**config.mk**
```make
export PLATFORM = sky130hd
export DESIGN_NAME = lsb_first_bit_packer_varint_core
export DESIGN_NICKNAME = d
export VERILOG_FILES = /design/src/design/lbpv_pkg.sv /design/src/design/lbpv_fifo.sv /design/src/design/lbpv_front.sv /design/src/design/lbpv_back.sv /design/src/design/lsb_first_bit_packer_varint_core.sv
export VERILOG_INCLUDE_DIRS = /design/src /design/src/design
export SDC_FILE = /design/constraint.sdc
export NUM_CORES = 1
export LEC_CHECK = 0
export BUFFER_PORTS_ARGS = -buffer_cell sky130_fd_sc_hd__buf_2
export CAP_MARGIN = 20
export CORE_UTILIZATION = 50
export DETAILED_ROUTE_END_ITERATION = 10
export PLACE_DENSITY = 0.65
export SYNTH_ARGS = -nofsm -noshare
export SYNTH_HDL_FRONTEND = slang
export SYNTH_SLANG_ARGS = --single-unit
```
**constraint.sdc**
```tcl
create_clock -name clk -period 5.3 [get_ports clk]
set_clock_uncertainty 0.2 [all_clocks]
set_input_delay 0.53 -clock clk [delete_from_list [all_inputs] [get_ports clk]]
set_output_delay 0.53 -clock clk [all_outputs]
set_load 0.01 [all_outputs]
```
**src/design/lsb_first_bit_packer_varint_core_assert.svh**
```systemverilog
// ----------------------------------------------------------------------------
// lsb_first_bit_packer_varint_core_assert.svh
// assertion macros used by the lbpv_back accumulator
// ----------------------------------------------------------------------------
`ifndef LSB_FIRST_BIT_PACKER_VARINT_CORE_ASSERT_SVH
`define LSB_FIRST_BIT_PACKER_VARINT_CORE_ASSERT_SVH

// same-cycle implication, disabled during reset
`define LBPV_ASSERT_NOW(label, clk, rst, ante, cons) \
  label: assert property (@(posedge clk) disable iff (rst) (ante) |-> (cons)) \
    else $error("lbpv assertion failed");

// next-cycle implication, disabled during reset
`define LBPV_ASSERT_NEXT(label, clk, rst, ante, cons) \
  label: assert property (@(posedge clk) disable iff (rst) (ante) |=> (cons)) \
    else $error("lbpv assertion failed");

`endif

```
**src/design/lbpv_pkg.sv**
```systemverilog
// ----------------------------------------------------------------------------
// lbpv_pkg
// types and constants shared by the bit packer modules
// ----------------------------------------------------------------------------
`timescale 1ns / 1ps
`default_nettype none

package lbpv_pkg;

  localparam int DATA_WIDTH_DEF = 32;
  localparam int IN_W           = 32;
  localparam int VALS_W         = 40;   // five varint groups of eight bits
  localparam int NGRP           = VALS_W / 8;
  localparam int ACC_W          = VALS_W + 7;
  localparam int CNT_W          = 6;
  localparam int GROUP_BITS     = 7;
  localparam int MAX_BYTES      = 4;
  localparam int FIFO_DEPTH     = 2;

  typedef enum logic [1:0] {
    MODE_BITS   = 2'd0,
    MODE_BYTES  = 2'd1,
    MODE_VARINT = 2'd2,
    MODE_FLUSH  = 2'd3
  } mode_t;

  // bit run handed from front to back: optional close, then nbits of vals
  typedef struct packed {
    logic              close;
    logic [CNT_W-1:0]  nbits;
    logic [VALS_W-1:0] vals;
  } cmd_t;

  typedef struct packed {
    logic [7:0] data_byte;
    logic       last;
  } out_word_t;

endpackage

`default_nettype wire

```
**src/design/lbpv_fifo.sv**
```systemverilog
// ----------------------------------------------------------------------------
// lbpv_fifo
// small register queue with push/full and pop/empty sides
// ----------------------------------------------------------------------------
`timescale 1ns / 1ps
`default_nettype none

module lbpv_fifo #(
  parameter int WIDTH = 8,
  parameter int DEPTH = lbpv_pkg::FIFO_DEPTH
) (
  input  wire logic             clk,
  input  wire logic             rst,
  input  wire logic             push,
  input  wire logic [WIDTH-1:0] din,
  output logic                  full,
  input  wire logic             pop,
  output logic [WIDTH-1:0]      dout,
  output logic                  empty
);

  localparam int PTR_W = (DEPTH > 1) ? $clog2(DEPTH) : 1;
  localparam int CNT_W = $clog2(DEPTH + 1);

  logic [WIDTH-1:0] mem [DEPTH];
  logic [PTR_W-1:0] wr_ptr;
  logic [PTR_W-1:0] rd_ptr;
  logic [CNT_W-1:0] count;
  logic             do_wr;
  logic             do_rd;

  assign full  = (count == CNT_W'(DEPTH));
  assign empty = (count == '0);
  assign do_wr = push && !full;
  assign do_rd = pop && !empty;
  assign dout  = mem[rd_ptr];

  always_ff @(posedge clk) begin
    if (do_wr) begin
      mem[wr_ptr] <= din;
    end
  end

  always_ff @(posedge clk) begin
    if (rst) begin
      wr_ptr <= '0;
      rd_ptr <= '0;
      count  <= '0;
    end else begin
      if (do_wr) begin
        wr_ptr <= (wr_ptr == PTR_W'(DEPTH - 1)) ? '0 : wr_ptr + 1'b1;
      end
      if (do_rd) begin
        rd_ptr <= (rd_ptr == PTR_W'(DEPTH - 1)) ? '0 : rd_ptr + 1'b1;
      end
      case ({do_wr, do_rd})
        2'b10:   count <= count + 1'b1;
        2'b01:   count <= count - 1'b1;
        default: count <= count;
      endcase
    end
  end

endmodule

`default_nettype wire

```
**src/design/lbpv_front.sv**
```systemverilog
// ----------------------------------------------------------------------------
// lbpv_front
// turns one request into a bit run: close flag, bit count and bit values
// ----------------------------------------------------------------------------
`timescale 1ns / 1ps
`default_nettype none

module lbpv_front #(
  parameter int DATA_WIDTH = lbpv_pkg::DATA_WIDTH_DEF
) (
  input  wire logic [1:0]                  mode,
  input  wire logic [lbpv_pkg::CNT_W-1:0]  count,
  input  wire logic [lbpv_pkg::IN_W-1:0]   data,
  output lbpv_pkg::cmd_t                   cmd
);

  localparam int IN_W   = lbpv_pkg::IN_W;
  localparam int CNT_W  = lbpv_pkg::CNT_W;
  localparam int VALS_W = lbpv_pkg::VALS_W;
  localparam int GB     = lbpv_pkg::GROUP_BITS;
  localparam int EFF    = (DATA_WIDTH < IN_W) ? DATA_WIDTH : IN_W;
  localparam logic [IN_W-1:0]  DMASK = {IN_W{1'b1}} >> (IN_W - EFF);
  localparam logic [CNT_W-1:0] EFF_C = CNT_W'(EFF);
  localparam logic [CNT_W-1:0] IN_C  = CNT_W'(IN_W);

  logic [IN_W-1:0]  data_m;
  logic [CNT_W-1:0] nb;
  logic [IN_W-1:0]  bmask;
  logic [2:0]       nbytes;
  logic [2:0]       ngrp;
  logic [VALS_W-1:0] d_ext;
  logic [VALS_W-1:0] vint;
  lbpv_pkg::mode_t  m;

  assign data_m = data & DMASK;
  assign d_ext  = {{(VALS_W-IN_W){1'b0}}, data_m};
  assign m      = lbpv_pkg::mode_t'(mode);

  // bit-count saturation and mask
  assign nb    = (count > EFF_C) ? EFF_C : count;
  assign bmask = {IN_W{1'b1}} >> (IN_C - nb);

  assign nbytes = (count > CNT_W'(lbpv_pkg::MAX_BYTES)) ? 3'(lbpv_pkg::MAX_BYTES)
                                                         : count[2:0];

  // varint groups with continuation bit
  always_comb begin
    logic [GB-1:0] grp;
    logic          more;
    vint = '0;
    for (int i = 0; i < lbpv_pkg::NGRP; i++) begin
      grp  = d_ext[GB*i +: GB];
      more = |(d_ext >> (GB*(i+1)));
      vint[8*i +: 8] = {more, grp};
    end
  end

  always_comb begin
    if (|d_ext[VALS_W-1:4*GB]) begin
      ngrp = 3'd5;
    end else if (|d_ext[4*GB-1:3*GB]) begin
      ngrp = 3'd4;
    end else if (|d_ext[3*GB-1:2*GB]) begin
      ngrp = 3'd3;
    end else if (|d_ext[2*GB-1:GB]) begin
      ngrp = 3'd2;
    end else begin
      ngrp = 3'd1;
    end
  end

  always_comb begin
    cmd = '0;
    case (m)
      lbpv_pkg::MODE_BITS: begin
        cmd.close = 1'b0;
        cmd.nbits = nb;
        cmd.vals  = {{(VALS_W-IN_W){1'b0}}, data_m & bmask};
      end
      lbpv_pkg::MODE_BYTES: begin
        cmd.close = 1'b1;
        cmd.nbits = {nbytes, 3'b000};
        // first stream byte is the most significant one written
        case (nbytes)
          3'd1:    cmd.vals[7:0]  = data_m[7:0];
          3'd2:    cmd.vals[15:0] = {data_m[7:0], data_m[15:8]};
          3'd3:    cmd.vals[23:0] = {data_m[7:0], data_m[15:8], data_m[23:16]};
          3'd4:    cmd.vals[31:0] = {data_m[7:0], data_m[15:8], data_m[23:16],
                                     data_m[31:24]};
          default: cmd.vals = '0;
        endcase
      end
      lbpv_pkg::MODE_VARINT: begin
        cmd.close = 1'b0;
        cmd.nbits = {ngrp, 3'b000};
        cmd.vals  = vint;
      end
      lbpv_pkg::MODE_FLUSH: begin
        cmd.close = 1'b1;
        cmd.nbits = '0;
        cmd.vals  = '0;
      end
      default: cmd = '0;
    endcase
  end

endmodule

`default_nettype wire

```
**src/design/lbpv_back.sv**
```systemverilog
// ----------------------------------------------------------------------------
// lbpv_back
// bit accumulator: merges runs with the partial byte; unless ob_full, emits one byte a cycle
// ----------------------------------------------------------------------------
`timescale 1ns / 1ps
`default_nettype none
`include "lsb_first_bit_packer_varint_core_assert.svh"

module lbpv_back (
  input  wire logic                clk,
  input  wire logic                rst,
  input  wire logic                cmd_empty,
  input  wire lbpv_pkg::cmd_t      cmd,
  output logic                     cmd_pop,
  input  wire logic                ob_full,
  output logic                     ob_push,
  output lbpv_pkg::out_word_t      ob_word
);

  localparam int ACC_W  = lbpv_pkg::ACC_W;
  localparam int CNT_W  = lbpv_pkg::CNT_W;
  localparam int VALS_W = lbpv_pkg::VALS_W;

  // acc holds the pending bits, total their number; below 8 it is the partial byte
  logic [ACC_W-1:0] acc;
  logic [ACC_W-1:0] acc_next;
  logic [CNT_W-1:0] total;
  logic [CNT_W-1:0] total_next;

  logic             emit;
  logic             last_byte;
  logic [CNT_W-1:0] total_m8;
  logic [6:0]       base_bits;
  logic [2:0]       base_cnt;
  logic [ACC_W-1:0] vals_ext;
  logic [ACC_W-1:0] bits_ext;

  assign emit      = (total >= CNT_W'(8)) && !ob_full;
  assign last_byte = (total < CNT_W'(16));
  assign total_m8  = total - CNT_W'(8);
  assign cmd_pop   = !cmd_empty && ((total < CNT_W'(8)) || (emit && last_byte));

  // partial byte left over once this cycle's byte is gone
  assign base_bits = emit ? acc[14:8] : acc[6:0];
  assign base_cnt  = emit ? total_m8[2:0] : total[2:0];
  assign vals_ext  = {{(ACC_W-VALS_W){1'b0}}, cmd.vals};
  assign bits_ext  = {{(ACC_W-7){1'b0}}, base_bits};

  assign ob_push           = emit;
  assign ob_word.data_byte = acc[7:0];
  assign ob_word.last      = last_byte;

  always_comb begin
    acc_next   = acc;
    total_next = total;
    if (cmd_pop) begin
      if (cmd.close) begin
        if (base_cnt != 3'd0) begin
          acc_next   = (vals_ext << 8) | bits_ext;
          total_next = cmd.nbits + CNT_W'(8);
        end else begin
          acc_next   = vals_ext;
          total_next = cmd.nbits;
        end
      end else begin
        acc_next   = (vals_ext << base_cnt) | bits_ext;
        total_next = cmd.nbits + {{(CNT_W-3){1'b0}}, base_cnt};
      end
    end else if (emit) begin
      acc_next   = acc >> 8;
      total_next = total_m8;
    end
  end

  always_ff @(posedge clk) begin
    if (rst) begin
      acc   <= '0;
      total <= '0;
    end else begin
      acc   <= acc_next;
      total <= total_next;
    end
  end

  `LBPV_ASSERT_NOW(a_pop_at_end, clk, rst, cmd_pop, total < CNT_W'(16))
  `LBPV_ASSERT_NEXT(a_last_leaves_partial, clk, rst, ob_push && ob_word.last && !cmd_pop,
    total < CNT_W'(8))
  `LBPV_ASSERT_NEXT(a_more_follows, clk, rst, ob_push && !ob_word.last,
    total >= CNT_W'(8))
  `LBPV_ASSERT_NEXT(a_stall_holds, clk, rst, (total >= CNT_W'(8)) && ob_full,
    $stable(acc) && $stable(total))

endmodule

`default_nettype wire

```
**src/design/lsb_first_bit_packer_varint_core.sv**
```systemverilog
// path: each request passes the command queue, back accumulator and result queue
// output: the back accumulator emits one byte a cycle while the result queue has room;
//   a new request loads while the last byte leaves
// reset: synchronous rst empties both queues and clears the partial byte
// ----------------------------------------------------------------------------
// lsb_first_bit_packer_varint_core
// lsb-first bit packer with aligned big-endian bytes and leb128-style varints
// ----------------------------------------------------------------------------
`timescale 1ns / 1ps
`default_nettype none

module lsb_first_bit_packer_varint_core #(
  parameter int DATA_WIDTH = lbpv_pkg::DATA_WIDTH_DEF
) (
  input  wire logic                        clk,
  input  wire logic                        rst,
  input  wire logic                        push,
  output logic                             full,
  input  wire logic [1:0]                  mode,
  input  wire logic [lbpv_pkg::CNT_W-1:0]  count,
  input  wire logic [lbpv_pkg::IN_W-1:0]   data,
  output logic                             empty,
  input  wire logic                        pop,
  output logic [7:0]                       out_byte,
  output logic                             last
);

  lbpv_pkg::cmd_t      cmd_in;
  lbpv_pkg::cmd_t      cmd_out;
  logic                cmd_empty;
  logic                cmd_pop;
  logic                ob_full;
  logic                ob_push;
  lbpv_pkg::out_word_t ob_word;
  lbpv_pkg::out_word_t ob_head;

  lbpv_front #(
    .DATA_WIDTH(DATA_WIDTH)
  ) u_front (
    .mode  (mode),
    .count (count),
    .data  (data),
    .cmd   (cmd_in)
  );

  lbpv_fifo #(
    .WIDTH($bits(lbpv_pkg::cmd_t)),
    .DEPTH(lbpv_pkg::FIFO_DEPTH)
  ) u_cmd_q (
    .clk   (clk),
    .rst   (rst),
    .push  (push),
    .din   (cmd_in),
    .full  (full),
    .pop   (cmd_pop),
    .dout  (cmd_out),
    .empty (cmd_empty)
  );

  lbpv_back u_back (
    .clk       (clk),
    .rst       (rst),
    .cmd_empty (cmd_empty),
    .cmd       (cmd_out),
    .cmd_pop   (cmd_pop),
    .ob_full   (ob_full),
    .ob_push   (ob_push),
    .ob_word   (ob_word)
  );

  lbpv_fifo #(
    .WIDTH($bits(lbpv_pkg::out_word_t)),
    .DEPTH(lbpv_pkg::FIFO_DEPTH)
  ) u_out_q (
    .clk   (clk),
    .rst   (rst),
    .push  (ob_push),
    .din   (ob_word),
    .full  (ob_full),
    .pop   (pop),
    .dout  (ob_head),
    .empty (empty)
  );

  assign out_byte = ob_head.data_byte;
  assign last     = ob_head.last;

endmodule

`default_nettype wire

```
# --- Word-level counts from Yosys, hierarchy flattened ---
# Memories as Yosys holds them, arrays and structs flattened. A register that Yosys moved wholly into a read port is not among the register bits.
# Cells that the tools add are included.
word_totals:
  ramBits: 112
  mem_bits_ro: 0
  latchBits: 0
  in_bits: 44
  elab_cells: 106
  memories: 2
  regBits: 61
  output_inout_bits: 11
mem_list:
  columns: ["memory", "words", "word_bits", "read_ports", "rd_clocked_by_memory_dff", "wr", "line_no", "text"]
  rows:
  - ["u_cmd_q.mem", 2, 47, 1, 1, 1, "lbpv_fifo.sv:25", "logic [WIDTH-1:0] mem [DEPTH];"]
  - ["u_out_q.mem", 2, 9, 1, 1, 1, "lbpv_fifo.sv:25", null]
classes:
  n_bitwise: 3
  n_eq_ne: 13
  n_lt_le_gt_ge: 5
  div: 0
  muxes: 35
  shift: 2
  multipliers: 0
  add_sub_neg: 12
  n_reduce_logical: 26
op_table:
  columns: ["operator", "n"]
  rows:
  - ["$mux W47", 4]
  - ["$pmux W47 S4", 1]
  - ["$or A47 B7 Y47", 2]
  - ["$shl A40 B3 Y47", 1]
  - ["$and A32 B32 Y32", 1]
  - ["$pmux W8 S4", 1]
  - ["$shr A32 B6 Y32 const A", 1]
  - ["$mux W6", 5]
  - ["$reduce_or A25 Y1", 1]
  - ["$pmux W8 S3", 1]
  - ["$reduce_or A7 Y1", 3]
  - ["$reduce_or A18 Y1", 1]
  - ["$pmux W8 S2", 1]
  - ["$mux W3", 5]
  - ["$eq A2 B2 Y1 const B", 6]
  - ["$mux W1", 12]
  - ["$reduce_or A11 Y1", 1]
  - ["$mux W8", 1]
  - ["$pmux W2 S2", 2]
  - ["$logic_and A1 B1 Y1", 7]
  - ["$mux W7", 1]
  - ["$add A6 B3 Y6", 1]
  - ["$add A6 B4 Y6 const B", 1]
  - ["$eq A2 B1 Y1 const B", 3]
  - ["20 further kinds", 33]

# --- Depth between registers and ports, before layout ---
logic_depth:
  ltp_word: 9
  depth_mapped: 12
  mapped_depth_nobuf: 9

# --- Modules after synthesis ---
# Synthesis repeated with hierarchy kept, for this count alone.
hier_totals:
  cells_unflattened: 1031
  hier_area_um2: 11160.7
modules_own_cells:
  columns: ["mod", "cells_each", "seq_area_each_um2", "area_per_inst_um2", "n_inst"]
  rows:
  - ["lbpv_back", 539, 1061.0, 4902.2, 1]
  - ["lbpv_fifo (u_cmd_q)", 172, 2922.8, 3601.0, 1]
  - ["lbpv_front", 266, 0.0, 1786.7, 1]
  - ["lbpv_fifo (u_out_q)", 54, 640.6, 870.8, 1]

# --- Worst setup path before layout ---
# No wires, ideal clock.
synth_path:
  path_kind: "in2reg"
  startpoint: "input push"
  endpoint: "memory u_cmd_q.mem[0][0] (netlist name) (enable)"
  cell_stages: 2
  n_path_buf: 0
  arrival_time_ns: 2.430
  t_required_ns: 4.657
  setup_slack_ns: 2.227
  setup_ns: 0.443
  path_cell_list: "nand2_1 -> nor2_1"
synth_via:
  elab_chain_cells: 3
synth_rtl:
  columns: ["item", "line_no", "text"]
  rows:
  - ["start: declaration", "lsb_first_bit_packer_varint_core.sv:17", "input wire logic push,"]
  - ["$logic_and A1 B1 Y1", "lbpv_fifo.sv:34", "assign do_wr = push && !full;"]
  - ["$mux W1", "lbpv_fifo.sv:39", "if (do_wr) begin"]
  - ["$mux W1 (implied by the code)", "lbpv_fifo.sv:40", "mem[wr_ptr] <= din;"]
  - ["end: declaration", "lbpv_fifo.sv:25", null]
# No other way between the ends.

# --- Final worst setup path ---
layout_path:
  startpoint: "register u_out_q.count[0]"
  endpoint: "register u_cmd_q.count[1]"
layout_via:
  elab_chain_cells: 9
  elab_cells_between_ends: 11
  classes_between: "3 x eq/ne; 1 x mux; 7 x reduce/logical"
layout_rtl:
  columns: ["item", "line_no", "text"]
  rows:
  - ["start: declaration", "lbpv_fifo.sv:28", "logic [CNT_W-1:0] count;"]
  - ["start signal: assignment", "lbpv_fifo.sv:57", "2'b10: count <= count + 1'b1;"]
  - ["start signal: assignment", "lbpv_fifo.sv:58", "2'b01: count <= count - 1'b1;"]
  - ["start signal: assignment", "lbpv_fifo.sv:59", "default: count <= count;"]
  - ["$eq A2 B2 Y1 *", "lbpv_fifo.sv:32", "assign full = (count == CNT_W'(DEPTH));"]
  - ["$logic_not A1 Y1 *", "lbpv_back.sv:38", "assign emit = (total >= CNT_W'(8)) && !ob_full;"]
  - ["$logic_and A1 B1 Y1 *", "lbpv_back.sv:38", null]
  - ["$logic_and A1 B1 Y1 *", "lbpv_back.sv:41", "assign cmd_pop = !cmd_empty && ((total < CNT_W'(8)) || (emit && last_byte));"]
  - ["$logic_or A1 B1 Y1 *", "lbpv_back.sv:41", null]
  - ["$logic_and A1 B1 Y1 *", "lbpv_back.sv:41", null]
  - ["$logic_and A1 B1 Y1 *", "lbpv_fifo.sv:35", "assign do_rd = pop && !empty;"]
  - ["$eq A2 B1 Y1 or $eq A2 B2 Y1 (tied branches)", "lbpv_fifo.sv:56", "case ({do_wr, do_rd})"]
  - ["$pmux W2 S2 or $reduce_bool A2 Y1 (tied branches)", null, null]
  - ["end signal: assignment", "lbpv_fifo.sv:57", null]
  - ["end signal: assignment", "lbpv_fifo.sv:58", null]
  - ["end signal: assignment", "lbpv_fifo.sv:59", null]
  - ["end: declaration", "lbpv_fifo.sv:28", null]
# Every way passes the cells marked *; elsewhere a longest branch is shown, timed or not.
# A chain may end at the register's enable or synchronous reset.

==> flow_summary_export.csv <==
group,metric,value,unit
finish,layout_common_cells,"nand2_1 (154), edfxtp_1 (104), a21oi_1 (61)",
clocking,clock_sinks,164,
critical_path,critPathBufInv,1,
floorplanning,die_h,143,um
critical_path,start_kind,"register",
power,powerDensity,631,mW/mm^2
clocking,clkLatencyLatePin,440,ps
timing,fin_tns_setup,0,ps
timing,final_max_slew_viol_count,0,
hold_path,hold_path.class,"reg -> reg",
clocking,postCtsSetupRepairBufs,0,
critical_path,cp_max_fo,56,
critical_path,critPathKind,"reg -> reg",
finish,nNetsFinal,1077,
synth,netlist-cell-type-count,66,
critical_path,slowest_stage,"clkinv_1",
placement,dpl_cell_area,0.0102,mm^2
outcome,outcome,"finished, final reports clean",
critical_path,path_cells,"and3b_1 -> or4_4 -> clkinv_1 -> ha_1 -> or3_1 -> a21oi_1",
floorplanning,core,0.0194,mm^2
finish,syn_to_final_growth,9.69,%
clocking,cts_tree,"yes",
route,first_pass_iters,5,
placement,post-place-ws,1810,ps
clocking,ctsLongestPathBuffers,2,
critical_path,crit_family,"simple AND/OR/NAND/NOR gates",
route,via_per_inst,6.48,
floorplanning,dieWidth,143,um
finish,final_common_cell,"nand2_1",
floorplanning,ioPinCount,55,
placement,globalplace.congestion,0.932,
synth,syn_nets,1069,
timing,worst_slew_pin_slew,1080,ps
route,wirelength,27900,um
finish,antennaDiodeCount,0,
clocking,numCtsBuffers,17,
synth,synth_edf_count,104,
critical_path,path_depth,6,
floorplanning,start_util,51.0,%
grt,grt_pass1_wl,43900,um
synth,synth_cells,1012,
synth,yosys_warnings,0,
timing,max_slew_margin,27.8,%
synth,ys_ff_latch,164,
power,ir_drop,0.314,mV
timing,grt_setup_unrepaired,"no",
timing,fin_crit_sh,66.9,%
route,vias,8408,
route,postRouteAntennaNets,0,
power,power,6850,uW
placement,portBuffers,54,
synth,netlist_area,0.00989,mm^2
placement,hpwl,19400,um
timing,setup_slack,1760,ps
hold_path,holdPathStages,2,
critical_path,critical_path.endpoint_type,"register",
timing,fin_crit,3540,ps
critical_path,cp.required,5470,ps
route,wl_per_cell,21.5,um
grt,track_usage,28.2,%
synth,synth-seq-area-share,43.7,%
clocking,cts_resized,0,
grt,grt_pass1_vias,7896,
synth,ys_top_cells_by_area,"edfxtp_1 (32%), dfxtp_1 (12%), nand2_1 (5.8%), mux2i_1 (5.5%), mux2_2 (4.2%)",
floorplanning,num_rows,51,
flow_run,drv_cap,0,
critical_path,worstPathArrival,3710,ps
synth,async_flop_share,0,%
clocking,hold_buffers,0,
route,drcViolationCount,0,
timing,clock.fmax,282,MHz
synth,ys.flop_type,"edfxtp_1",
floorplanning,die-area,0.0203,mm^2
synth,synth_top_cell_by_area,"edfxtp_1",
route,drtIter0Drc,910,
grt,grt_antenna_before_repair,0,
timing,holdWs,267,ps
critical_path,ff2ff_path_depth,6,
clocking,clk_root_buffer_cell,"clkbuf_16",
critical_path,critical-path-max-stage-delay,930,ps
timing,setup_viol,0,
power,p_leak,0.00385,uW
clocking,cts.htree.levels,4,
timing,hold_viol_final,0,
finish,postLayoutCellArea,0.0108,mm^2
synth,synth_top_area_share,31.6,%
grt,grt.overflow.total,0,
finish,final_layout_size_suffix_gt1_share,17.5,%
synth,synth_area_per_cell,9.77,um^2
grt,grt_max_degree,57,
clocking,path_clk_slew,70,ps
-- through the flow --
step                cells  util, %
floorplan            1012        -
global placement     1266     52.8
detailed placement   1266     52.8
CTS                  1298     55.9
global route         1298     55.9
finish               1298     55.9
-- flip-flops by register name (all words and copies together), names as in the netlist, named ones only --
name,flops
u_back.acc,44
u_back.total,6
u_cmd_q.count,2
u_cmd_q.mem,86
u_cmd_q.rd_ptr,1
u_cmd_q.wr_ptr,1
u_out_q.count,2
u_out_q.mem,18
u_out_q.rd_ptr,1
u_out_q.wr_ptr,1
-- metal layers --
layer	up-vias	share of wire (%)	global-route usage, %
met3	67	6.7	3.92
met2	433	47	45.0
met4	0	3.4	13.1
li1	3894	-	-
met1	4014	43	38.1
met5	-	0	0
-- power breakdown --
group	switching, uW	internal (uW)	leakage, uW
Combinational	2220	1300	0.00207
Clock	529	751	0.000291
Sequential	232	1810	0.00149
Total	2980	3860	0.00385
-- cells in the mapped netlist (all sizes together) (29+ instances only) --
cell type  count
buf           30
nor3          34
edfxtp       104
mux2          37
nand2        154
nor2          48
o21ai         47
a21oi         61
clkbuf        51
dfxtp         60
a31oi         31
a221oi        32
nand3         29
mux2i         54
-- path summary, 6_finish.rpt --
path | slack, ps | from | end
max | 1760 | u_out_q.count[0]$_SDFFE_PP0P_ | u_cmd_q.count[1]$_SDFFE_PP0P_
min reg2reg | 270 | u_back.acc[43]$_SDFFE_PP0P_ | u_back.acc[43]$_SDFFE_PP0P_
min | 270 | u_back.acc[43]$_SDFFE_PP0P_ | u_back.acc[43]$_SDFFE_PP0P_
max reg2reg | 1760 | u_out_q.count[0]$_SDFFE_PP0P_ | u_cmd_q.count[1]$_SDFFE_PP0P_
-- area by class of cell --
class / instances / area (um^2)
Clock inverter: 13 / 174
Multi-Input combinational cell: 754 / 5140
Timing Repair Buffer: 70 / 390
Clock buffer: 19 / 433
Fill cell: 1790 / 8550
Sequential cell: 164 / 4330
Tap cell: 265 / 332
Inverter: 13 / 48.8
-- worst min-delay path: cells and delay by family, from the launching register on --
kind | cells | cell delay [ps]
AO/OA/AOI/OAI | 1 | 50
flip-flops | 1 | 310
AND/OR/NAND/NOR | 1 | 60
-- kinds of logic (layout without fill, tap and decap cells) --
group / Yosys count / after routing / share of synthesized area (%)
AO/OA/AOI/OAI: 287 / 287 / 20.3
XOR/XNOR: 10 / 10 / 0.886
flip-flops: 164 / 164 / 43.7
buffers and inverters: 94 / 115 / 4.50
AND/OR/NAND/NOR: 338 / 338 / 15.7
adder cells (fa/ha/maj): 13 / 13 / 1.72
multiplexers: 106 / 106 / 13.1
(Power assumes the default switching activity.)
